## config.mk

```make
export PLATFORM = sky130hd
export DESIGN_NAME = ts_video_access_unit_extractor_top
export DESIGN_NICKNAME = d
export VERILOG_FILES = /design/src/rtl/core/ts_vae_pkg.sv /design/src/rtl/core/ts_vae_front.sv /design/src/rtl/core/ts_vae_queue.sv /design/src/rtl/core/ts_vae_back.sv /design/src/rtl/core/ts_video_access_unit_extractor_top.sv
export VERILOG_INCLUDE_DIRS = /design/src /design/src/rtl/core
export SDC_FILE = /design/constraint.sdc
export NUM_CORES = 2
export LEC_CHECK = 0
export BUFFER_PORTS_ARGS = -buffer_cell sky130_fd_sc_hd__buf_2
export CAP_MARGIN = 5
export CORE_ASPECT_RATIO = 2
export CORE_UTILIZATION = 63
export DETAILED_ROUTE_END_ITERATION = 6
export PLACE_DENSITY = 0.87
export SLEW_MARGIN = 20
export SYNTH_ARGS = -nofsm -noshare
export SYNTH_HDL_FRONTEND = slang
export SYNTH_SLANG_ARGS = --single-unit
export TNS_END_PERCENT = 30
```

## constraint.sdc

```tcl
create_clock -name i_clk -period 27.4 [get_ports i_clk]
set_input_delay 1.37 -clock i_clk [delete_from_list [all_inputs] [get_ports i_clk]]
set_output_delay 1.37 -clock i_clk [all_outputs]
set_load 0.02 [all_outputs]
```

## src/rtl/core/ts_video_access_unit_extractor_top_macros.svh

```systemverilog
`ifndef TS_VIDEO_ACCESS_UNIT_EXTRACTOR_TOP_MACROS_SVH
`define TS_VIDEO_ACCESS_UNIT_EXTRACTOR_TOP_MACROS_SVH

// check that an antecedent implies a consequent in the same cycle
`define TVAE_ASSERT_IMP(lbl, clk, rstn, ante, cons) \
    lbl: assert property (@(posedge clk) disable iff (!(rstn)) (ante) |-> (cons)) \
        else $error("tvae check failed");

// check that an antecedent implies a consequent in the next cycle
`define TVAE_ASSERT_NXT(lbl, clk, rstn, ante, cons) \
    lbl: assert property (@(posedge clk) disable iff (!(rstn)) (ante) |=> (cons)) \
        else $error("tvae check failed");

`endif

```

## src/rtl/core/ts_vae_pkg.sv

```systemverilog
`default_nettype none
package ts_vae_pkg;

    localparam int OFFSET_WIDTH_DEF      = 48;
    localparam int ERROR_COUNT_WIDTH_DEF = 16;

    localparam logic [7:0] PKT_LAST   = 8'd187;
    localparam logic [8:0] PKT_LEN    = 9'd188;
    localparam logic [7:0] SYNC_BYTE  = 8'h47;
    localparam logic [4:0] CAP_DEPTH  = 5'd19;
    localparam logic [1:0] AFC_PAYLOAD = 2'd1;
    localparam logic [1:0] AFC_BOTH    = 2'd3;
    localparam logic [1:0] FLAGS_PTS   = 2'd2;
    localparam logic [1:0] FLAGS_BOTH  = 2'd3;
    localparam logic [3:0] VIDEO_SID_HI = 4'hE;

    localparam int Q_DEPTH = 4;

    typedef struct packed {
        logic [31:0] unit_number;
        logic [32:0] pts_value;
        logic        pts_present;
        logic [32:0] dts_value;
        logic        dts_present;
        logic [63:0] unit_base;
        logic [63:0] es_end;
        logic [31:0] err_tally;
        logic        last_of_run;
    } t_unit_rec;

    typedef struct packed {
        logic we0;
        logic we1;
    } t_q_wr;

    typedef struct packed {
        logic [$clog2(Q_DEPTH+1)-1:0] count;
    } t_q_stat;

    function automatic logic [32:0] stamp(input logic [7:0] p0, input logic [7:0] p1,
                                          input logic [7:0] p2, input logic [7:0] p3,
                                          input logic [7:0] p4);
        stamp = {p0[3:1], p1, p2[7:1], p3, p4[7:1]};
    endfunction

endpackage
`default_nettype wire

```

## src/rtl/core/ts_vae_front.sv

```systemverilog
`default_nettype none
module ts_vae_front #(
    parameter int OFFSET_WIDTH      = ts_vae_pkg::OFFSET_WIDTH_DEF,
    parameter int ERROR_COUNT_WIDTH = ts_vae_pkg::ERROR_COUNT_WIDTH_DEF
) (
    input  wire logic                   i_clk,
    input  wire logic                   i_rst_n,
    input  wire logic                   i_accept,
    input  wire logic [7:0]             i_data_byte,
    input  wire logic                   i_end_of_stream,
    input  wire logic [12:0]            i_video_pid,
    output ts_vae_pkg::t_unit_rec       o_rec0,
    output ts_vae_pkg::t_unit_rec       o_rec1,
    output ts_vae_pkg::t_q_wr           o_wr
);
    import ts_vae_pkg::*;

    localparam int OW = OFFSET_WIDTH;
    localparam int EW = ERROR_COUNT_WIDTH;

    logic [7:0]    r_pos;
    logic [7:0]    r_hb [5];
    logic [7:0]    r_cap [19];
    logic [3:0]    r_prev_cc;
    logic          r_prev_v;
    logic          r_open;
    logic [OW-1:0] r_running;
    logic [32:0]   r_pts;
    logic          r_pts_p;
    logic [32:0]   r_dts;
    logic          r_dts_p;
    logic [OW-1:0] r_offset;
    logic [EW-1:0] r_errors;
    logic [31:0]   r_counter;

    logic [7:0]    n_pos;
    logic [3:0]    n_prev_cc;
    logic          n_prev_v;
    logic          n_open;
    logic [OW-1:0] n_running;
    logic [32:0]   n_pts;
    logic          n_pts_p;
    logic [32:0]   n_dts;
    logic          n_dts_p;
    logic [OW-1:0] n_offset;
    logic [EW-1:0] n_errors;
    logic [31:0]   n_counter;

    logic [7:0]  hb4;
    logic [8:0]  h_sum;
    logic [7:0]  hlen;
    logic [7:0]  cap_rel;
    logic        cap_we;
    logic [4:0]  cap_idx;
    logic [7:0]  cap_e [19];
    logic        commit;
    logic        match;
    logic        cc_err;
    logic [EW-1:0] errors1;
    logic        payload;
    logic        start;
    logic        emit0;
    logic        emit_e;
    logic [7:0]  plen;
    logic        pes_ok;
    logic [1:0]  flags;
    logic [8:0]  skip;
    logic [7:0]  add;
    logic [OW:0] sum;
    t_unit_rec   rec_s;
    t_unit_rec   rec_e;

    always_comb begin
        hb4     = (r_pos == 8'd4) ? i_data_byte : r_hb[4];
        h_sum   = 9'd5 + {1'b0, hb4};
        unique case (r_hb[3][5:4])
            AFC_PAYLOAD: hlen = 8'd4;
            AFC_BOTH:    hlen = (h_sum < PKT_LEN) ? h_sum[7:0] : 8'd0;
            default:     hlen = 8'd0;
        endcase
        cap_rel = r_pos - hlen;
        cap_we  = (r_pos >= 8'd4) && (hlen != 8'd0) && (r_pos >= hlen)
                  && (cap_rel < {3'd0, CAP_DEPTH});
        cap_idx = cap_rel[4:0];
        for (int i = 0; i < 19; i++) begin
            cap_e[i] = (cap_we && cap_idx == 5'(i)) ? i_data_byte : r_cap[i];
        end

        commit  = (r_pos == PKT_LAST);
        match   = commit && (r_hb[0] == SYNC_BYTE) && ({r_hb[1][4:0], r_hb[2]} == i_video_pid);
        cc_err  = r_prev_v && (r_hb[3][3:0] != (r_prev_cc + 4'd1)) && r_open;
        errors1 = (match && cc_err && r_errors != '1) ? r_errors + EW'(1) : r_errors;
        payload = match && (r_hb[3][7:6] == 2'd0) && (hlen != 8'd0);
        start   = payload && r_hb[1][6];
        emit0   = start && r_open;
        plen    = 8'(PKT_LEN - {1'b0, hlen});

        pes_ok  = (plen >= 8'd9) && (cap_e[0] == 8'd0) && (cap_e[1] == 8'd0)
                  && (cap_e[2] == 8'd1) && (cap_e[3][7:4] == VIDEO_SID_HI);
        flags   = cap_e[7][7:6];
        skip    = pes_ok ? 9'd9 + {1'b0, cap_e[8]} : 9'd0;

        rec_s.unit_number = r_counter;
        rec_s.pts_value   = r_pts;
        rec_s.pts_present = r_pts_p;
        rec_s.dts_value   = r_dts;
        rec_s.dts_present = r_dts_p;
        rec_s.unit_base   = 64'(r_offset);
        rec_s.es_end      = 64'(r_running);
        rec_s.err_tally   = 32'(errors1);
        rec_s.last_of_run = 1'b0;

        n_prev_cc = match ? r_hb[3][3:0] : r_prev_cc;
        n_prev_v  = r_prev_v || match;
        n_open    = r_open;
        n_pts     = r_pts;
        n_pts_p   = r_pts_p;
        n_dts     = r_dts;
        n_dts_p   = r_dts_p;
        n_offset  = r_offset;
        n_errors  = errors1;
        n_counter = r_counter;
        add       = 8'd0;
        if (start) begin
            if (emit0 && r_counter != '1) begin
                n_counter = r_counter + 32'd1;
            end
            n_pts_p  = pes_ok && ((flags == FLAGS_PTS && plen >= 8'd14)
                                  || (flags == FLAGS_BOTH && plen >= 8'd19));
            n_dts_p  = pes_ok && flags == FLAGS_BOTH && plen >= 8'd19;
            n_pts    = n_pts_p ? stamp(cap_e[9], cap_e[10], cap_e[11], cap_e[12], cap_e[13])
                               : 33'd0;
            n_dts    = n_dts_p ? stamp(cap_e[14], cap_e[15], cap_e[16], cap_e[17], cap_e[18])
                               : 33'd0;
            n_offset = r_running;
            n_errors = '0;
            n_open   = 1'b1;
            add      = ({1'b0, plen} > skip) ? 8'({1'b0, plen} - skip) : 8'd0;
        end else if (payload && r_open) begin
            add = plen;
        end
        sum       = {1'b0, r_running} + (OW+1)'(add);
        n_running = sum[OW] ? '1 : sum[OW-1:0];
        n_pos     = commit ? 8'd0 : r_pos + 8'd1;

        emit_e            = i_end_of_stream && n_open;
        rec_e.unit_number = n_counter;
        rec_e.pts_value   = n_pts;
        rec_e.pts_present = n_pts_p;
        rec_e.dts_value   = n_dts;
        rec_e.dts_present = n_dts_p;
        rec_e.unit_base   = 64'(n_offset);
        rec_e.es_end      = 64'(n_running);
        rec_e.err_tally   = 32'(n_errors);
        rec_e.last_of_run = 1'b1;

        o_rec0             = emit0 ? rec_s : rec_e;
        o_rec0.last_of_run = !(emit0 && emit_e);
        o_rec1             = rec_e;
        o_wr.we0           = i_accept && (emit0 || emit_e);
        o_wr.we1           = i_accept && emit0 && emit_e;
    end

    always_ff @(posedge i_clk) begin
        if (i_accept) begin
            if (r_pos < 8'd5) begin
                r_hb[r_pos[2:0]] <= i_data_byte;
            end
            if (cap_we) begin
                r_cap[cap_idx] <= i_data_byte;
            end
        end
        if (!i_rst_n || (i_accept && i_end_of_stream)) begin
            r_pos     <= '0;
            r_prev_cc <= '0;
            r_prev_v  <= 1'b0;
            r_open    <= 1'b0;
            r_running <= '0;
            r_pts     <= '0;
            r_pts_p   <= 1'b0;
            r_dts     <= '0;
            r_dts_p   <= 1'b0;
            r_offset  <= '0;
            r_errors  <= '0;
            r_counter <= '0;
        end else if (i_accept) begin
            r_pos     <= n_pos;
            r_prev_cc <= n_prev_cc;
            r_prev_v  <= n_prev_v;
            r_open    <= n_open;
            r_running <= n_running;
            r_pts     <= n_pts;
            r_pts_p   <= n_pts_p;
            r_dts     <= n_dts;
            r_dts_p   <= n_dts_p;
            r_offset  <= n_offset;
            r_errors  <= n_errors;
            r_counter <= n_counter;
        end
    end

endmodule
`default_nettype wire

```

## src/rtl/core/ts_vae_queue.sv

```systemverilog
`default_nettype none
module ts_vae_queue (
    input  wire logic                   i_clk,
    input  wire logic                   i_rst_n,
    input  wire ts_vae_pkg::t_q_wr      i_wr,
    input  wire ts_vae_pkg::t_unit_rec  i_rec0,
    input  wire ts_vae_pkg::t_unit_rec  i_rec1,
    input  wire logic                   i_pop,
    output ts_vae_pkg::t_unit_rec       o_head,
    output ts_vae_pkg::t_q_stat         o_stat
);
    import ts_vae_pkg::*;

    localparam int PW = $clog2(Q_DEPTH);
    localparam int CW = $clog2(Q_DEPTH + 1);

    t_unit_rec   r_mem [Q_DEPTH];
    logic [PW-1:0] r_wp;
    logic [PW-1:0] r_rp;
    logic [CW-1:0] r_count;
    logic [PW-1:0] wp1;
    logic [CW-1:0] n_count;

    always_comb begin
        wp1     = r_wp + PW'(1);
        n_count = r_count + CW'(i_wr.we0) + CW'(i_wr.we1) - CW'(i_pop);
        o_head  = r_mem[r_rp];
        o_stat.count = r_count;
    end

    always_ff @(posedge i_clk) begin
        if (i_wr.we0) begin
            r_mem[r_wp] <= i_rec0;
        end
        if (i_wr.we1) begin
            r_mem[wp1] <= i_rec1;
        end
        if (!i_rst_n) begin
            r_wp    <= '0;
            r_rp    <= '0;
            r_count <= '0;
        end else begin
            r_wp    <= r_wp + PW'(i_wr.we0) + PW'(i_wr.we1);
            r_rp    <= r_rp + PW'(i_pop);
            r_count <= n_count;
        end
    end

endmodule
`default_nettype wire

```

## src/rtl/core/ts_vae_back.sv

```systemverilog
`default_nettype none
module ts_vae_back #(
    parameter int OFFSET_WIDTH      = ts_vae_pkg::OFFSET_WIDTH_DEF,
    parameter int ERROR_COUNT_WIDTH = ts_vae_pkg::ERROR_COUNT_WIDTH_DEF
) (
    input  wire logic                         i_clk,
    input  wire logic                         i_rst_n,
    input  wire ts_vae_pkg::t_unit_rec        i_head,
    input  wire ts_vae_pkg::t_q_stat          i_stat,
    output logic                              o_pop,
    output logic                              o_valid,
    input  wire logic                         i_ready,
    output logic [31:0]                       o_unit_number,
    output logic [32:0]                       o_pts_value,
    output logic                              o_pts_present,
    output logic [32:0]                       o_dts_value,
    output logic                              o_dts_present,
    output logic [OFFSET_WIDTH-1:0]           o_es_offset,
    output logic [OFFSET_WIDTH-1:0]           o_es_size,
    output logic [ERROR_COUNT_WIDTH-1:0]      o_cc_error_count,
    output logic                              o_last_of_run
);
    import ts_vae_pkg::*;

    logic        r_valid;
    logic [63:0] size;

    always_comb begin
        o_pop   = (i_stat.count != '0) && (!r_valid || i_ready);
        size    = (i_head.es_end >= i_head.unit_base) ? i_head.es_end - i_head.unit_base
                                                      : 64'd0;
        o_valid = r_valid;
    end

    always_ff @(posedge i_clk) begin
        if (o_pop) begin
            o_unit_number    <= i_head.unit_number;
            o_pts_value      <= i_head.pts_value;
            o_pts_present    <= i_head.pts_present;
            o_dts_value      <= i_head.dts_value;
            o_dts_present    <= i_head.dts_present;
            o_es_offset      <= i_head.unit_base[OFFSET_WIDTH-1:0];
            o_es_size        <= size[OFFSET_WIDTH-1:0];
            o_cc_error_count <= i_head.err_tally[ERROR_COUNT_WIDTH-1:0];
            o_last_of_run    <= i_head.last_of_run;
        end
        if (!i_rst_n) begin
            r_valid <= 1'b0;
        end else if (o_pop) begin
            r_valid <= 1'b1;
        end else if (i_ready) begin
            r_valid <= 1'b0;
        end
    end

endmodule
`default_nettype wire

```

## src/rtl/core/ts_video_access_unit_extractor_top.sv

```systemverilog
// channel  | direction | handshake                  | payload
// input    | in        | i_valid / o_ready          | i_data_byte, i_end_of_stream
// config   | in        | i_cfg_valid / o_cfg_ready  | i_cfg_video_pid
// result   | out       | o_valid / i_ready          | o_unit_number .. o_last_of_run
//
// One byte per cycle is taken unless stalled; results are queued, then registered.
// A packet's last byte or an end-of-stream byte may queue up to two results.
// The input stalls when the four-entry result queue has fewer than two free slots.
// Synchronous active-low reset clears all stream state and the video PID.
// No clearing pass; configuration is always ready.
`default_nettype none
module ts_video_access_unit_extractor_top #(
    parameter int OFFSET_WIDTH      = ts_vae_pkg::OFFSET_WIDTH_DEF,
    parameter int ERROR_COUNT_WIDTH = ts_vae_pkg::ERROR_COUNT_WIDTH_DEF
) (
    input  wire logic                         i_clk,
    input  wire logic                         i_rst_n,
    input  wire logic                         i_valid,
    output logic                              o_ready,
    input  wire logic [7:0]                   i_data_byte,
    input  wire logic                         i_end_of_stream,
    input  wire logic                         i_cfg_valid,
    output logic                              o_cfg_ready,
    input  wire logic [12:0]                  i_cfg_video_pid,
    output logic                              o_valid,
    input  wire logic                         i_ready,
    output logic [31:0]                       o_unit_number,
    output logic [32:0]                       o_pts_value,
    output logic                              o_pts_present,
    output logic [32:0]                       o_dts_value,
    output logic                              o_dts_present,
    output logic [OFFSET_WIDTH-1:0]           o_es_offset,
    output logic [OFFSET_WIDTH-1:0]           o_es_size,
    output logic [ERROR_COUNT_WIDTH-1:0]      o_cc_error_count,
    output logic                              o_last_of_run
);
    import ts_vae_pkg::*;

`include "ts_video_access_unit_extractor_top_macros.svh"

    logic [12:0] r_video_pid;
    logic        accept;
    t_unit_rec   rec0;
    t_unit_rec   rec1;
    t_unit_rec   head;
    t_q_wr       wr;
    t_q_stat     stat;
    logic        pop;

    assign o_cfg_ready = 1'b1;
    assign o_ready     = (stat.count <= ($clog2(Q_DEPTH+1))'(Q_DEPTH - 2));
    assign accept      = i_valid && o_ready;

    always_ff @(posedge i_clk) begin
        if (!i_rst_n) begin
            r_video_pid <= '0;
        end else if (i_cfg_valid) begin
            r_video_pid <= i_cfg_video_pid;
        end
    end

    ts_vae_front #(
        .OFFSET_WIDTH      (OFFSET_WIDTH),
        .ERROR_COUNT_WIDTH (ERROR_COUNT_WIDTH)
    ) u_front (
        .i_clk           (i_clk),
        .i_rst_n         (i_rst_n),
        .i_accept        (accept),
        .i_data_byte     (i_data_byte),
        .i_end_of_stream (i_end_of_stream),
        .i_video_pid     (r_video_pid),
        .o_rec0          (rec0),
        .o_rec1          (rec1),
        .o_wr            (wr)
    );

    ts_vae_queue u_queue (
        .i_clk   (i_clk),
        .i_rst_n (i_rst_n),
        .i_wr    (wr),
        .i_rec0  (rec0),
        .i_rec1  (rec1),
        .i_pop   (pop),
        .o_head  (head),
        .o_stat  (stat)
    );

    ts_vae_back #(
        .OFFSET_WIDTH      (OFFSET_WIDTH),
        .ERROR_COUNT_WIDTH (ERROR_COUNT_WIDTH)
    ) u_back (
        .i_clk            (i_clk),
        .i_rst_n          (i_rst_n),
        .i_head           (head),
        .i_stat           (stat),
        .o_pop            (pop),
        .o_valid          (o_valid),
        .i_ready          (i_ready),
        .o_unit_number    (o_unit_number),
        .o_pts_value      (o_pts_value),
        .o_pts_present    (o_pts_present),
        .o_dts_value      (o_dts_value),
        .o_dts_present    (o_dts_present),
        .o_es_offset      (o_es_offset),
        .o_es_size        (o_es_size),
        .o_cc_error_count (o_cc_error_count),
        .o_last_of_run    (o_last_of_run)
    );

    `TVAE_ASSERT_IMP(a_q_bound, i_clk, i_rst_n, 1'b1, stat.count <= ($clog2(Q_DEPTH+1))'(Q_DEPTH))
    `TVAE_ASSERT_IMP(a_pts_zero, i_clk, i_rst_n, o_valid && !o_pts_present, o_pts_value == 33'd0)
    `TVAE_ASSERT_IMP(a_dts_zero, i_clk, i_rst_n, o_valid && !o_dts_present, o_dts_value == 33'd0)
    `TVAE_ASSERT_NXT(a_pop_fill, i_clk, i_rst_n, pop, o_valid)

endmodule
`default_nettype wire
```

==> flow_summary.json <==
{
  "ioPinCount": 243,
  "num_rows": 172,
  "wl_per_cell_um": 27.60,
  "vdd_drop_max_mv": 0.08760,
  "yosys.area_share.simple_pct": 10.07,
  "grtUsageMet3_pct": 6.894,
  "worst_slack_ns": 13.95,
  "synth_warnings": 0,
  "r2r_cells": 56,
  "p_leak_nw": 22.46,
  "drive_above_1_share_pct": 15.45,
  "final_net_count": 5933,
  "cts_hold_buf": 0,
  "first_global_vias": 53140,
  "via_count": 52950,
  "routed_wl_um": 204200,
  "synthToLayoutAreaGrowth_pct": 9.054,
  "grt.busiest_layer": "met2",
  "clock_skew_ns": 0.03372,
  "viasPerCell": 7.157,
  "clock-sinks": 1454,
  "setup_viol": 0,
  "clock_path_buffers": 3,
  "drt_pass1_iterations": 7,
  "grt_max_degree": 128,
  "failed_checks": "DRC",
  "core-area_um2": 110200,
  "cp_data_arrival_time_ns": 14.03,
  "dp_hpwl_um": 121600,
  "finalMaxSlewViolations": 0,
  "worst_skew_pair.late_latency_ns": 0.78,
  "grt.overflow.total": 0,
  "grt_antenna_before_repair": 10,
  "synth-edff-count": 1203,
  "syn_avg_cell_area_um2": 12.02,
  "start_util_pct": 63.70,
  "synth_cell_types": 94,
  "fin_setup_tns_ns": 0,
  "drc_errors": 2,
  "syn_area_um2": 70190,
  "max_stage_delay_ns": 0.60,
  "crit_fanout": 17,
  "hold_depth": 2,
  "clkTransAtPathRegs_ns": 0.07,
  "hold_class": "flip-flop to flip-flop",
  "dpl_worst_slack_ns": 14.04,
  "path_class": "flip-flop to flip-flop",
  "grt_use_met1_pct": 39.35,
  "gr-usage-all-layers_pct": 35.84,
  "synth_fp_nets": 5958,
  "rsz0062_at_grt": "no",
  "cts-root-buf": "clkbuf_16",
  "required_ns": 27.99,
  "period_share_pct": 49.08,
  "timing.rr.start": "u_front.r_pos[1]",
  "synthArstFlopShare_pct": 0,
  "die_height_um": 474.0,
  "worstHoldStart": "u_front.r_pts[12]",
  "post_cts_buffers": 0,
  "cts_buffers": 118,
  "layout_common_cells": "edfxtp_1, nand2_1, o21ai_0",
  "fmax_ghz": 0.07436,
  "syn-instance-count": 5837,
  "p_per_area_nw_per_um2": 65.10,
  "dieArea_um2": 112800,
  "slew_headroom_pct": 23.53,
  "h-tree-depth": 3,
  "synth_compound_area_share_pct": 15.24,
  "cts_resized": 0,
  "status": "complete, but fails checks",
  "io_buffer_count": 241,
  "crit_slowest_cell": "dfxtp_1",
  "yosys.area_share.adder_pct": 1.765,
  "worst_slew_pin_slew_ns": 1.146,
  "synth_xor_area_share_pct": 1.747,
  "ys_dominant_reg_cell": "edfxtp_1",
  "cap_violations": 0,
  "crit_path_start_kind": "flip-flop",
  "tritoncts": "built",
  "ys_ff_latch": 1454,
  "setup.worst_path.start": "u_front.r_pos[1]",
  "power.total_mw": 4.983,
  "place_congestion": 0.9497,
  "die_w_um": 238.0,
  "hold_violations": 0,
  "final_common_cell": "edfxtp_1",
  "synthMuxAreaShare_pct": 9.179,
  "cp-end-kind": "flip-flop",
  "drt_iter0_markers": 7043,
  "ys_seq_area_share_pct": 58.63,
  "synth_top_family_by_area": "compound AO/OA/AOI/OAI gates",
  "finalCriticalPeriod_ns": 13.45,
  "grt_util_met2_pct": 61.50,
  "ant_nets": 0,
  "grt_pass1_wl_um": 304700
}
[kinds of logic (layout without fill, tap and decap cells)]
group           count (synthesis)  after routing
simple gates                 1551           1551
buf+inv                       603            681
fa+ha+maj                      95             95
xor+xnor                      140            140
compound gates               1624           1624
mux                           369            369
other cells                     1              5
flops                        1454           1454
[metrics by stage]
step | cells | utilization [%] | instance area (um2) | hold WS, ns
global route | 7395 | 69.46 | 76530 | 0.4832
finish | 7398 | 69.47 | 76540 | 0.4591
CTS | 7394 | 69.45 | 76520 | 0.4589
global placement | 7171 | 65.80 | 72500 | 0.4336
detailed placement | 7171 | 65.80 | 72500 | 0.4431
floorplan | 5837 | - | 70190 | 0.4249
[metal layers]
metal | vias to the layer above | share of wire (%) | wire [um]
met1 | 25320 | 31 | 62990
li1 | 22290 | - | -
met2 | 4183 | 50 | 101900
met5 | - | 0.026 | 53
met3 | 1148 | 11 | 23070
met4 | 10 | 7.9 | 16180
[report_power, final]
part           leakage, nW  internal (mW)  total, mW  switching (mW)
registers             10.8           2.48       2.59           0.108
clock network         1.95          0.971       1.79           0.815
logic                 9.74          0.184      0.608           0.424
total                 22.5           3.64       4.98            1.35
[worst max-delay path: cells and delay by family, from the launching register on]
family / cells / cell delay [ns]
xor gates and xnor gates: 1 / 0.16
AOI/OAI and AO/OA: 22 / 5.29
and+or+nand+nor: 15 / 3.00
adders and majority gates: 8 / 2.44
muxes: 3 / 0.70
buffers and inverters: 7 / 1.03
DFF: 1 / 0.60
[layout make-up]
| class | count | area (um2) |
|---|---|---|
| antenna | 4 | 10.01 |
| clock buffer | 153 | 3236 |
| clock inverter | 70 | 780.7 |
| fill | 7333 | 33640 |
| inverter | 112 | 420.4 |
| multi-input combinational | 3780 | 27040 |
| sequential | 1454 | 41160 |
| tap | 1479 | 1851 |
| timing repair buffer | 346 | 2044 |
[worst paths after layout]
check	end	slack, ns
setup reg to reg	u_queue.r_mem[0][54]	13.95
hold / removal	u_front.r_pts[12]	0.46
hold reg to reg	u_front.r_pts[12]	0.46
setup / recovery	u_queue.r_mem[0][54]	13.95
[state kept, by name (all words and copies together) (netlist names), 3 cells and up]
register	count
r_video_pid	13
u_front.r_counter	32
u_queue.r_mem	852
u_back.o_unit_number	32
u_front.r_running	48
u_back.o_cc_error_count	16
u_back.o_pts_value	33
u_back.o_es_offset	48
u_front.r_hb	38
u_queue.o_stat	3
u_front.r_cap	104
u_front.r_prev_cc	4
u_front.r_pts	33
u_front.r_errors	16
u_front.r_offset	48
u_back.o_dts_value	33
u_front.r_dts	33
u_front.r_pos	8
u_back.o_es_size	48
[Yosys cell counts, drive strengths merged (6+ instances only)]
cell type / instances / area (um2)
a22o: 228 / 1997
clkbuf: 367 / 1379
or3: 25 / 156.4
inv: 112 / 420.4
nor2: 337 / 1272
ha: 87 / 1089
o21bai: 12 / 90.09
a31oi: 48 / 306.5
nor4: 36 / 225.2
nand4: 35 / 219.0
mux2i: 89 / 890.9
xnor2: 74 / 648.1
a21o: 33 / 247.7
mux2: 67 / 754.5
or4: 6 / 45.04
a311oi: 9 / 97.59
o2bb2ai: 10 / 87.58
o21ai: 449 / 2247
nand3b: 20 / 150.1
nand2: 693 / 2609
o211ai: 64 / 480.5
a21boi: 13 / 101.3
nor2b: 56 / 350.3
dfxtp: 251 / 5025
or2: 8 / 50.05
o31ai: 120 / 900.9
edfxtp: 1203 / 36120
nor3: 85 / 445.4
a21oi: 229 / 1146
a211o: 10 / 87.58
nand2b: 16 / 100.1
mux4: 213 / 4797
o21a: 18 / 135.1
and4: 11 / 96.34
nand3: 98 / 505.5
nor3b: 10 / 80.07
a22oi: 28 / 310.3
buf: 124 / 564.3
and3: 56 / 350.3
o31a: 7 / 61.31
o22ai: 247 / 1545
and2: 46 / 287.8
a211oi: 50 / 380.4
xor2: 66 / 578.1
fa: 7 / 140.1
Note: power is estimated with default switching activity, not from simulation.
